--- src/rtl/assert_macros.svh ---
// Assertion macros shared by the wav header parser RTL.
// Each macro samples on clk and is disabled while rst is high.
`ifndef ASSERT_MACROS_SVH
`define ASSERT_MACROS_SVH

// Condition must hold at every clock edge.
`define ASSERT_ALWAYS(label, cond, msg) \
  label: assert property (@(posedge clk) disable iff (rst) (cond)) else $error(msg);

// Antecedent implies consequent in the same cycle.
`define ASSERT_IMPLIES(label, ante, cons, msg) \
  label: assert property (@(posedge clk) disable iff (rst) (ante) |-> (cons)) else $error(msg);

// Antecedent implies consequent in the following cycle.
`define ASSERT_NEXT(label, ante, cons, msg) \
  label: assert property (@(posedge clk) disable iff (rst) (ante) |=> (cons)) else $error(msg);

`endif

--- src/rtl/wav_hp_pkg.sv ---
// Package for the wav header parser: payload structs, search phases,
// tags, offsets and configuration register indexes. No dependencies.
`default_nettype none

package wav_hp_pkg;

  // Configuration port
  localparam int CFG_IDX_W  = 1;
  localparam int CFG_DATA_W = 31;
  localparam logic [CFG_IDX_W-1:0] CFG_BUFFER_LENGTH    = 1'd0;
  localparam logic [CFG_IDX_W-1:0] CFG_DEFAULT_CHANNELS = 1'd1;

  localparam logic [30:0] BUFFER_LENGTH_RESET    = 31'd0;
  localparam logic [7:0]  DEFAULT_CHANNELS_RESET = 8'd1;

  localparam int DEFAULT_DATA_SEARCH_LIMIT = 196;

  // Window tags, oldest byte in the top lane
  localparam logic [31:0] TAG_RIFF     = 32'h52494646;
  localparam logic [31:0] TAG_WAVE     = 32'h57415645;
  localparam logic [31:0] TAG_FMT_SIZE = 32'h10000000;
  localparam logic [31:0] TAG_DATA     = 32'h64617461;

  localparam int MIN_BUFFER_LENGTH = 44;
  localparam int RIFF_START_LIMIT  = 1;
  localparam int WAVE_START_LIMIT  = 8;
  localparam int FMT_START_LIMIT   = 16;
  localparam int WINDOW_SPAN       = 3;

  localparam int CHAN_OFFSET     = 6;
  localparam int RATE_OFFSET     = 8;
  localparam int RATE_LAST       = 11;
  localparam int SIZE_OFFSET     = 4;
  localparam int SIZE_LAST       = 7;
  localparam int PAYLOAD_HDR_LEN = 8;

  localparam int FMT_POS_W = 5;

  localparam logic [7:0] STEREO = 8'd2;

  typedef enum logic [2:0] {
    PH_RIFF,
    PH_WAVE,
    PH_FMT,
    PH_DATA,
    PH_TAIL,
    PH_DONE
  } phase_t;

  typedef struct packed {
    logic [7:0] data_byte;
    logic       end_of_buffer;
  } wav_in_t;

  typedef struct packed {
    logic        status;
    logic [7:0]  channel_count;
    logic [31:0] sample_rate;
    logic [7:0]  payload_offset;
    logic [30:0] payload_length;
  } wav_out_t;

endpackage

`default_nettype wire

--- src/rtl/wav_hp_in_reg.sv ---
// Input register of the wav header parser: holds one accepted byte.
// Depends on wav_hp_pkg.
`default_nettype none

module wav_hp_in_reg
  import wav_hp_pkg::*;
(
  input  wire logic    clk,
  input  wire logic    rst,
  input  wire logic    in_valid,
  output logic         in_ready,
  input  wire wav_in_t in_data,
  input  wire logic    advance,
  output logic         item_valid,
  output wav_in_t      item
);

  assign in_ready = !item_valid || advance;

  always_ff @(posedge clk) begin
    if (rst) begin
      item_valid <= 1'b0;
    end else if (in_valid && in_ready) begin
      item_valid <= 1'b1;
    end else if (advance) begin
      item_valid <= 1'b0;
    end
  end

  always_ff @(posedge clk) begin
    if (in_valid && in_ready) begin
      item <= in_data;
    end
  end

endmodule

`default_nettype wire

--- src/rtl/wav_hp_core.sv ---
// Header search and field capture for the wav header parser.
// Depends on wav_hp_pkg and assert_macros.svh.
`default_nettype none
`include "assert_macros.svh"

module wav_hp_core
  import wav_hp_pkg::*;
#(
  parameter int DATA_SEARCH_LIMIT = DEFAULT_DATA_SEARCH_LIMIT
) (
  input  wire logic        clk,
  input  wire logic        rst,
  input  wire logic        advance,
  input  wire wav_in_t     item,
  input  wire logic [30:0] buffer_length,
  input  wire logic [7:0]  default_channels,
  output logic             res_valid,
  output wav_out_t         res
);

  localparam int POS_W = $clog2(DATA_SEARCH_LIMIT + PAYLOAD_HDR_LEN + 1);
  localparam int SUM_W = POS_W + 1;
  localparam int OFF_W = ((POS_W > 8) ? POS_W : 8) + 1;
  localparam logic [POS_W-1:0] POS_MAX = '1;

  phase_t               phase, phase_next;
  logic [POS_W-1:0]     pos, pos_next;
  logic [23:0]          hist;
  logic [FMT_POS_W-1:0] fmt_pos, fmt_pos_next;
  logic [POS_W-1:0]     data_pos, data_pos_next;
  logic [31:0]          rate_word, rate_next;
  logic [31:0]          chunk_size, chunk_next;
  logic [7:0]           chan_byte, chan_next;

  logic [7:0]       b;
  logic [31:0]      win;
  logic             full;
  logic [POS_W-1:0] s;
  logic [SUM_W-1:0] nx, fx, dx, rate_diff, size_diff;
  logic             short_buf;
  logic             fields_open;
  logic             chan_hit, rate_hit, size_hit, tail_done;
  logic             report, fail;
  logic [OFF_W-1:0] off_sum;
  logic [30:0]      len_clamped;

  assign b         = item.data_byte;
  assign win       = {hist, b};
  assign full      = pos >= POS_W'(WINDOW_SPAN);
  assign s         = full ? pos - POS_W'(WINDOW_SPAN) : '0;
  assign short_buf = buffer_length < 31'(MIN_BUFFER_LENGTH);

  assign nx        = {1'b0, pos};
  assign fx        = SUM_W'(fmt_pos);
  assign dx        = {1'b0, data_pos};
  assign rate_diff = nx - fx;
  assign size_diff = nx - dx;

  assign fields_open = (phase == PH_DATA) || (phase == PH_TAIL);
  assign chan_hit    = fields_open && (nx == fx + SUM_W'(CHAN_OFFSET));
  assign rate_hit    = fields_open && (nx >= fx + SUM_W'(RATE_OFFSET))
                       && (nx <= fx + SUM_W'(RATE_LAST));
  assign size_hit    = (phase == PH_TAIL) && (nx >= dx + SUM_W'(SIZE_OFFSET))
                       && (nx <= dx + SUM_W'(SIZE_LAST));
  assign tail_done   = (nx >= fx + SUM_W'(RATE_LAST)) && (nx >= dx + SUM_W'(SIZE_LAST));

  // Little-endian byte lanes; both offsets are multiples of four
  always_comb begin
    rate_next  = rate_word;
    chunk_next = chunk_size;
    for (int i = 0; i < 4; i++) begin
      if (rate_hit && (rate_diff[1:0] == 2'(i))) begin
        rate_next[8*i +: 8] = b;
      end
      if (size_hit && (size_diff[1:0] == 2'(i))) begin
        chunk_next[8*i +: 8] = b;
      end
    end
  end

  assign chan_next   = chan_hit ? b : chan_byte;
  assign off_sum     = OFF_W'(data_pos) + OFF_W'(PAYLOAD_HDR_LEN);
  assign len_clamped = (chunk_next > {1'b0, buffer_length}) ? buffer_length
                                                            : chunk_next[30:0];

  // Search sequence
  always_comb begin
    phase_next    = phase;
    fmt_pos_next  = fmt_pos;
    data_pos_next = data_pos;
    report        = 1'b0;
    fail          = 1'b0;
    if (phase != PH_DONE && pos == '0 && short_buf) begin
      report = 1'b1;
      fail   = 1'b1;
    end else begin
      case (phase)
        PH_RIFF: begin
          if (full) begin
            if (win == TAG_RIFF) begin
              phase_next = PH_WAVE;
            end else if (s >= POS_W'(RIFF_START_LIMIT)) begin
              report = 1'b1;
              fail   = 1'b1;
            end
          end
        end
        PH_WAVE: begin
          if (win == TAG_WAVE) begin
            phase_next = PH_FMT;
          end else if (s >= POS_W'(WAVE_START_LIMIT)) begin
            report = 1'b1;
            fail   = 1'b1;
          end
        end
        PH_FMT: begin
          if (win == TAG_FMT_SIZE) begin
            fmt_pos_next = s[FMT_POS_W-1:0];
            phase_next   = PH_DATA;
          end else if (s >= POS_W'(FMT_START_LIMIT)) begin
            report = 1'b1;
            fail   = 1'b1;
          end
        end
        PH_DATA: begin
          if (win == TAG_DATA) begin
            data_pos_next = s;
            phase_next    = PH_TAIL;
          end else if (s >= POS_W'(DATA_SEARCH_LIMIT)) begin
            report = 1'b1;
            fail   = 1'b1;
          end
        end
        PH_TAIL: begin
          if (tail_done) begin
            report = 1'b1;
            fail   = short_buf;
          end
        end
        PH_DONE: begin
          phase_next = PH_DONE;
        end
        default: begin
          phase_next = PH_RIFF;
        end
      endcase
    end
    if (report) begin
      phase_next = PH_DONE;
    end
    // Buffer ran out before any report: fail now
    if (item.end_of_buffer && phase != PH_DONE && !report) begin
      report = 1'b1;
      fail   = 1'b1;
    end
    if (item.end_of_buffer) begin
      phase_next = PH_RIFF;
    end
  end

  assign pos_next = item.end_of_buffer ? '0 : ((pos == POS_MAX) ? pos : pos + 1'b1);

  // Result fields
  always_comb begin
    res = '0;
    res.status = 1'b1;
    if (!fail) begin
      res.status         = 1'b0;
      res.channel_count  = (chan_next == STEREO) ? STEREO : default_channels;
      res.sample_rate    = rate_next;
      res.payload_offset = off_sum[7:0];
      res.payload_length = len_clamped;
    end
  end

  assign res_valid = report;

  always_ff @(posedge clk) begin
    if (rst) begin
      phase <= PH_RIFF;
      pos   <= '0;
    end else if (advance) begin
      phase <= phase_next;
      pos   <= pos_next;
    end
  end

  always_ff @(posedge clk) begin
    if (advance) begin
      hist       <= {hist[15:0], b};
      fmt_pos    <= fmt_pos_next;
      data_pos   <= data_pos_next;
      rate_word  <= rate_next;
      chunk_size <= chunk_next;
      chan_byte  <= chan_next;
    end
  end

  `ASSERT_IMPLIES(a_no_second_report, advance && res_valid && !item.end_of_buffer, phase != PH_DONE, "report issued twice for one buffer")
  `ASSERT_IMPLIES(a_len_clamped, advance && res_valid && !res.status, res.payload_length <= buffer_length, "payload length exceeds buffer length")
  `ASSERT_NEXT(a_rearm, advance && item.end_of_buffer, phase == PH_RIFF && pos == '0, "end of buffer did not rearm the search")

endmodule

`default_nettype wire

--- src/rtl/wav_hp_out_reg.sv ---
// Result register of the wav header parser: holds one report until taken.
// Depends on wav_hp_pkg and assert_macros.svh.
`default_nettype none
`include "assert_macros.svh"

module wav_hp_out_reg
  import wav_hp_pkg::*;
(
  input  wire logic     clk,
  input  wire logic     rst,
  input  wire logic     load,
  input  wire wav_out_t res,
  output logic          out_valid,
  input  wire logic     out_ready,
  output wav_out_t      out_data
);

  always_ff @(posedge clk) begin
    if (rst) begin
      out_valid <= 1'b0;
    end else if (load) begin
      out_valid <= 1'b1;
    end else if (out_ready) begin
      out_valid <= 1'b0;
    end
  end

  always_ff @(posedge clk) begin
    if (load) begin
      out_data <= res;
    end
  end

  `ASSERT_IMPLIES(a_no_overwrite, load, !out_valid || out_ready, "pending report overwritten")

endmodule

`default_nettype wire

--- src/rtl/wav_header_parser.sv ---
// WAV header parser top level: config registers, input register, search core
// and result register. Depends on wav_hp_pkg, wav_hp_in_reg, wav_hp_core, wav_hp_out_reg.
//
// Usage:
//   Feed the buffer one byte per transfer on in_data, offset zero first, with
//   end_of_buffer set on the final byte. At most one report per buffer comes
//   out on out_data: status 0 with channel count, sample rate, payload offset
//   and clamped payload length, or status 1 with the other fields zero.
//   Bytes after the report are dropped until end_of_buffer, which rearms the
//   search for the next buffer; configuration is kept.
//   Write buffer_length and default_channels through cfg_we/cfg_index/cfg_data
//   while no byte is in flight.
// Timing:
//   One byte per cycle while no report waits. A byte taken into the input
//   register is evaluated and its report loaded into the result register once
//   that register is free. While a report waits, one more byte is taken; then
//   in_ready drops until out_ready takes the report.
// Reset: rst (synchronous) empties both registers, restarts the search and
//   sets buffer_length to 0 and default_channels to 1.
`default_nettype none

module wav_header_parser
  import wav_hp_pkg::*;
#(
  parameter int DATA_SEARCH_LIMIT = DEFAULT_DATA_SEARCH_LIMIT
) (
  input  wire logic                  clk,
  input  wire logic                  rst,
  input  wire logic                  in_valid,
  output logic                       in_ready,
  input  wire wav_in_t               in_data,
  output logic                       out_valid,
  input  wire logic                  out_ready,
  output wav_out_t                   out_data,
  input  wire logic                  cfg_we,
  input  wire logic [CFG_IDX_W-1:0]  cfg_index,
  input  wire logic [CFG_DATA_W-1:0] cfg_data
);

  logic [30:0] buffer_length;
  logic [7:0]  default_channels;
  logic        item_valid;
  wav_in_t     item;
  logic        advance;
  logic        res_valid;
  wav_out_t    res;

  always_ff @(posedge clk) begin
    if (rst) begin
      buffer_length    <= BUFFER_LENGTH_RESET;
      default_channels <= DEFAULT_CHANNELS_RESET;
    end else if (cfg_we) begin
      case (cfg_index)
        CFG_BUFFER_LENGTH:    buffer_length    <= cfg_data[30:0];
        CFG_DEFAULT_CHANNELS: default_channels <= cfg_data[7:0];
        default: begin
        end
      endcase
    end
  end

  // Evaluate the held byte only when the result register can take a report
  assign advance = item_valid && (!out_valid || out_ready);

  wav_hp_in_reg u_in_reg (
    .clk        (clk),
    .rst        (rst),
    .in_valid   (in_valid),
    .in_ready   (in_ready),
    .in_data    (in_data),
    .advance    (advance),
    .item_valid (item_valid),
    .item       (item)
  );

  wav_hp_core #(
    .DATA_SEARCH_LIMIT (DATA_SEARCH_LIMIT)
  ) u_core (
    .clk              (clk),
    .rst              (rst),
    .advance          (advance),
    .item             (item),
    .buffer_length    (buffer_length),
    .default_channels (default_channels),
    .res_valid        (res_valid),
    .res              (res)
  );

  wav_hp_out_reg u_out_reg (
    .clk       (clk),
    .rst       (rst),
    .load      (advance && res_valid),
    .res       (res),
    .out_valid (out_valid),
    .out_ready (out_ready),
    .out_data  (out_data)
  );

endmodule

`default_nettype wire
--- config.mk ---
export PLATFORM = sky130hd
export DESIGN_NAME = wav_header_parser
export DESIGN_NICKNAME = d
export VERILOG_FILES = /design/src/rtl/wav_hp_pkg.sv /design/src/rtl/wav_hp_in_reg.sv /design/src/rtl/wav_hp_core.sv /design/src/rtl/wav_hp_out_reg.sv /design/src/rtl/wav_header_parser.sv
export VERILOG_INCLUDE_DIRS = /design/src /design/src/rtl
export SDC_FILE = /design/constraint.sdc
export NUM_CORES = 1
export LEC_CHECK = 0
export BUFFER_PORTS_ARGS = -buffer_cell sky130_fd_sc_hd__buf_2
export CAP_MARGIN = 20
export CORE_MARGIN = 3
export CORE_UTILIZATION = 45
export CTS_BUF_LIST = sky130_fd_sc_hd__clkbuf_8
export DETAILED_ROUTE_END_ITERATION = 7
export PLACE_DENSITY = 0.71
export RECOVER_POWER = 50
export SYNTH_ARGS = -nofsm -noshare
export SYNTH_HDL_FRONTEND = slang
export SYNTH_HIERARCHICAL = 1
export SYNTH_SLANG_ARGS = --single-unit
--- constraint.sdc ---
create_clock -name clk -period 7.75 [get_ports clk]
set_input_delay 1.55 -clock clk [delete_from_list [all_inputs] [get_ports clk]]
set_output_delay 1.55 -clock clk [all_outputs]
set_load 0.03 [all_outputs]
After elaboration in Yosys (flattened, before gate mapping):

Index checks and enable logic that the tools add are counted.

* mux-type cells: 45
* reductions and logical operators: 40
* add/subtract/negate cells: 10
* magnitude comparators: 13
* bitwise logic cells: 2
* equality and inequality tests: 27

Operators by type and width (count)
* $mux W8: 13
* $eq A32 B31 Y1 const B: 3
* $mux W80: 1
* $eq A32 B29 Y1 const B: 1
* $gt A32 B31 Y1: 1
* $lt A31 B6 Y1 const B: 1
* $mux W31: 1
* $mux W3: 8
* $logic_and A1 B1 Y1: 21
* $mux W1: 19
* $add A8 B3 Y9 const B: 2
* $ge A8 B9 Y1: 2
* $pmux W3 S6: 1
* $ge A8 B6 Y1: 2
* $ne A4 B2 Y1 const B: 4
* $add A5 B4 Y6 const B: 2
* $pmux W1 S5: 2
* $le A8 B9 Y1: 1
* $ne A3 B3 Y1 const B: 3
* $add A8 B1 Y8 const B: 1
* $add A8 B4 Y8 const B: 1
* $eq A2 B2 Y1 const B: 4
* $eq A8 B2 Y1 const B: 1
* $eq A8 B6 Y1: 1
* other kinds (27): 41

* register bits: 250
* input port bits: 46

Logic depth before layout (Yosys ltp):

* depth in word-level cells: 13
* mapped depth: 23

Cells and area by module:

Netlist, hierarchy kept.

Modules (own cells, without submodules)
* wav_hp_core: area an instance 8575.7 µm², cells each 834, instances 1, seq. area each 3493.4 µm²
* wav_hp_out_reg: area an instance 2441.1 µm², cells each 84, instances 1, seq. area each 2422.3 µm²
* wav_header_parser: area an instance 1727.9 µm², cells each 167, instances 1, seq. area each 780.7 µm²
* wav_hp_in_reg: area an instance 325.3 µm², cells each 14, instances 1, seq. area each 290.3 µm²

Worst setup path before layout:

Ideal clock, no wire load.

* kind: input to output
* from: in out_ready
* to: out in_ready
* arrival: 4492 ps
* cell stages on the path: 3
* required time: 6200 ps
* setup slack: 1708 ps
* path through: nand2b_1 -> and2_1 -> nand2b_4

* cells in the longest elaborated chain, start to end: 3

Ends and longest elaborated chain
* from (decl): line wav_header_parser.sv:33 `input wire logic out_ready,`
* $logic_or A1 B1 Y1: line wav_header_parser.sv:63 `assign advance = item_valid && (!out_valid || out_ready);`
* $logic_and A1 B1 Y1: line wav_header_parser.sv:63
* via advance: line wav_header_parser.sv:44 `logic advance;`
* $logic_or A1 B1 Y1: line wav_hp_in_reg.sv:18 `assign in_ready = !item_valid || advance;`
* to (decl): line wav_header_parser.sv:30 `output logic in_ready,`

The timed path passes the listed nets, and every way through them passes these cells.

Final worst setup path:

* from: reg u_core.data_pos[2]
* to: reg, netlist name u_out_reg/out_data[25]

RTL lines
* from (decl): line wav_hp_core.sv:30 `logic [POS_W-1:0] data_pos, data_pos_next;`
* from (signal assigned): line wav_hp_core.sv:192 `data_pos <= data_pos_next;`
* $add A8 B3 Y9: line wav_hp_core.sv:63 `assign size_hit = (phase == PH_TAIL) && (nx >= dx + SUM_W'(SIZE_OFFSET))`
* $ge A8 B9 Y1: line wav_hp_core.sv:63
* $logic_and A1 B1 Y1: line wav_hp_core.sv:63
* $logic_and A1 B1 Y1 (*): line wav_hp_core.sv:64 `&& (nx <= dx + SUM_W'(SIZE_LAST));`
* $logic_and A1 B1 Y1 (*): line wav_hp_core.sv:75 `if (size_hit && (size_diff[1:0] == 2'(i))) begin`
* $mux W8 (*): line wav_hp_core.sv:75
* via u_core.chunk_next[19]: line wav_hp_core.sv:32 `logic [31:0] chunk_size, chunk_next;`
* $gt A32 B31 Y1 (*): line wav_hp_core.sv:83 `assign len_clamped = (chunk_next > {1'b0, buffer_length}) ? buffer_length`
* $mux W31 (*): line wav_hp_core.sv:83

Mark *: on every way through the listed nets, which the timed path passes. The rest lies on a longest branch.
A chain may end at the register's enable or synchronous reset.

==> flow_summary.ini <==
[floorplanning]
io_pins = 128
rows = 61
die-area_sq_um = 31100
core_region_area_sq_um = 28200
die_y_um = 176
start_util_pct = 46.3
die_w_um = 176

[outcome]
violations = max-capacitance violations, max-slew violations
status = finished with violations

[sta]
fmax_mhz = 151
finalCriticalPeriod_ns = 6.63
rsz0062_at_grt = no
fin_worst_skew_ns = 0.0228
final_max_slew_viol_count = 109
finalHoldViolations = 0
final.setup.tns_ns = 0
timing.final.crit_share_pct = 85.5
tightest_slew_ns = 3.77
slew_headroom_pct = -151
finalSetupViolCount = 0

[yosys]
synth_area_per_cell_sq_um = 11.9
synth_top_area_share_pct = 45.5
ys_async_sr_fraction_pct = 0
ys_ff_latch = 250
synth_top_cells_by_area = edfxtp_1 (45%), dfxtp_1 (8.0%), ha_1 (6.8%), mux2_2 (4.2%), mux2i_1 (3.3%)
syn-cell-area_sq_um = 13100
synthFlopType = edfxtp_1
synth_edf_count = 198
ys_seq_area_share_pct = 53.5
synthCells = 1099
ys_types = 88
synth_warnings = 6
synth_fp_nets = 1217
yosys.area.top_type = edfxtp_1

[clocking]
post_cts_resized = 0
cts.sinks = 250
clock_latency_ns = 0.54
cts_max_level = 2
cts_tree = yes
cts_made_buffers = 42
path_clk_slew_ns = 0.06
clk_root_buffer_cell = clkbuf_8
clockBufferDepth = 3
postCtsHoldBufs = 0
postCtsSetupBuffers = 0

[setup_path]
r2r-start = u_core/data_pos[2]$_DFFE_PP_
rrSetupSlack_ns = 1.12
endpoint = u_out_reg/out_data[25]$_DFFE_PP_
crit_start = u_core/data_pos[2]$_DFFE_PP_
crit_chain = inv_1 -> ha_1 -> nor2b_1 -> o21ai_0 -> xor2_1 -> ha_1 -> a22oi_1 -> o211ai_1 -> o22ai_1 -> o2111ai_1 -> nor3b_2 -> mux2_2 -> ha_1 -> nand4_1 -> nor4_1 -> a31oi_1 -> and3b_1 -> a211oi_4 -> buf_4 -> mux2i_1 -> nor2_1
start_kind = flip-flop
worstPathRequired_ns = 8.02
critical_path_class = reg -> reg
cp_slowest_stage_delay_ns = 0.62
rr_worst_depth = 21
cpMaxStageDelayCell = nor3b_2
r2r-end = u_out_reg/out_data[25]$_DFFE_PP_
end_kind = flip-flop
worst_ep_arrival_time_ns = 6.90
cp_max_fo = 21
crit_top_cell = ha_1

[hold_path]
hold_class = reg -> reg

[pwr]
p_leak_nw = 5.15
report.power.total_w = 0.00295
powerDensity_nw_per_um2 = 203
irDropWorstVdd_mv = 0.102

[place]
finalWeightedCongestion = 0.842
dp_hpwl_mm = 19.9
portBuffers = 127

[layout]
antenna_cells = 0
drive_gt1_share_pct = 16.1
area_growth_syn_to_layout_pct = 11.3
fin_nets = 1339

[global_route]
grt_usage_pct = 18.3
grt_max_degree = 79
grt_pass1_vias = 8595
grt_pass1_wl_mm = 45.9
antenna_found_initial = 0
grt-ovfl-total = 0

[route]
routed_wire_length_per_instance_um = 17.8
wl_mm = 29.0
via_per_inst = 5.39
drt_iter0_drc = 629
drc = 0
antenna_left = 0
via_count = 8783
dr.pass1.iters = 5

[run]
cap_violations = 2
[logic make-up after synthesis]
logic type      count (synthesis)  synth area share (%)
fa+ha+maj                      72                  6.95
buf+inv                       127                  4.44
xor+xnor                       26                  1.74
mux                            93                  7.63
simple gates                  387                  18.1
compound gates                144                  7.67
flops                         250                  53.5
[power breakdown]
group          leakage, nW  internal, W  total [W]  switching [W]
Sequential            2.30      0.00153    0.00157      0.0000447
Combinational         2.39    0.0000969   0.000298       0.000201
Clock                0.465     0.000558    0.00108       0.000523
Total                 5.15      0.00219    0.00295       0.000768
[worst min-delay path by stage]
stage | cells after the start | start | endpoint | slack, ns
CTS | 0 | u_core/hist[7]$_DFFE_PP_ | u_core/hist[15]$_DFFE_PP_ | 0.45
detailed placement | 0 | u_core/hist[7]$_DFFE_PP_ | u_core/hist[15]$_DFFE_PP_ | 0.44
global placement | 0 | u_core/hist[9]$_DFFE_PP_ | u_core/hist[17]$_DFFE_PP_ | 0.43
global route | 0 | u_core/hist[15]$_DFFE_PP_ | u_core/hist[23]$_DFFE_PP_ | 0.47
floorplan | 0 | u_in_reg/item[5]$_DFFE_PP_ | u_core/hist[4]$_DFFE_PP_ | 0.42
finish | 0 | u_core/hist[7]$_DFFE_PP_ | u_core/hist[15]$_DFFE_PP_ | 0.45
[flip-flops by register name, summed over array words and instances (netlist names)]
register             cells
buffer_length           31
default_channels         8
u_core/chan_byte         8
u_core/chunk_size       32
u_core/data_pos          8
u_core/fmt_pos           5
u_core/hist             24
u_core/phase             3
u_core/pos               8
u_core/rate_word        32
u_in_reg/item            9
u_in_reg/item_valid      1
u_out_reg/out_data      80
u_out_reg/out_valid      1
[worst max-delay path: cells and delay by family (launching register included)]
kind            cells  cell delay [ns]
compound gates      7             1.98
fa+ha+maj           3             0.80
mux                 2             0.67
flops               1             0.50
xor+xnor            1             0.18
buf+inv             2             0.48
simple gates        6             1.76
[synthesized netlist by cell type (3+ instances only)]
cell,count
nand2_1,33
nor3_2,27
and3_1,11
nand2b_1,52
nor3_1,37
mux2i_1,43
nand4b_1,4
a21oi_2,5
o21ai_0,21
dfxtp_1,52
nor3b_1,11
and2_1,5
nor4_1,13
nand4_1,15
buf_2,14
nor2b_1,21
a21o_1,7
or2_2,3
o21a_1,7
xnor2_1,9
nand3_1,11
o211ai_1,4
o21ai_1,26
ha_1,71
mux2_2,49
inv_1,69
edfxtp_1,198
a21oi_1,29
buf_4,4
clkbuf_1,30
nor2_1,96
o2111ai_1,4
nand4bb_1,24
buf_6,9
xor2_1,17
[cell usage in the layout (no fill, tap or decap), types with 6 or more instances in the layout]
cell type and n:
edfxtp_1 198, nor2_1 97, nor3_1 38, inv_1 86
o21ai_0 44, nand3_1 11, clkinv_2 6, ha_1 71
mux2i_1 43, and3_1 10, clkbuf_8 47, buf_2 45
xor2_1 17, nand2b_1 53, xnor2_1 9, nor4_1 13
dfxtp_1 52, a21oi_1 29, nand4bb_1 24, nor3b_1 11
nand4_1 15, o21a_1 7, a21o_1 7, nor3_2 26
nor2b_1 21, nand2_1 34, mux2_2 46, clkbuf_1 87
[layout make-up]
cell class	count	area (sq um)
Multi-Input combinational cell	722	5450
Fill cell	2607	13700
Tap cell	378	473
Sequential cell	250	6990
Clock buffer	47	647
Inverter	69	259
Timing Repair Buffer	136	594
Clock inverter	29	133
[metrics by stage]
step | instances | setup WS [ns] | utilization [%] | area (sq um) | hold slack [ns]
after global placement | 1552 | 1.33 | 49.3 | 13900 | 0.432
after CTS | 1628 | 1.14 | 52.0 | 14700 | 0.450
final | 1631 | 1.12 | 51.5 | 14500 | 0.452
after global routing | 1631 | 0.696 | 51.5 | 14500 | 0.466
after floorplan | 1099 | 1.71 | - | 13100 | 0.424
after detailed placement | 1552 | 1.16 | 49.3 | 13900 | 0.437
[layer usage]
| metal | GRT usage (%) | vias up | part of all wire, % |
|---|---|---|---|
| li1 | - | 4280 | - |
| met1 | 25.9 | 4203 | 47 |
| met2 | 29.2 | 250 | 46 |
| met3 | 2.99 | 50 | 4.9 |
| met4 | 5.30 | 0 | 2.0 |
| met5 | 0 | - | 0 |
Power figures use the tool's default switching activity.
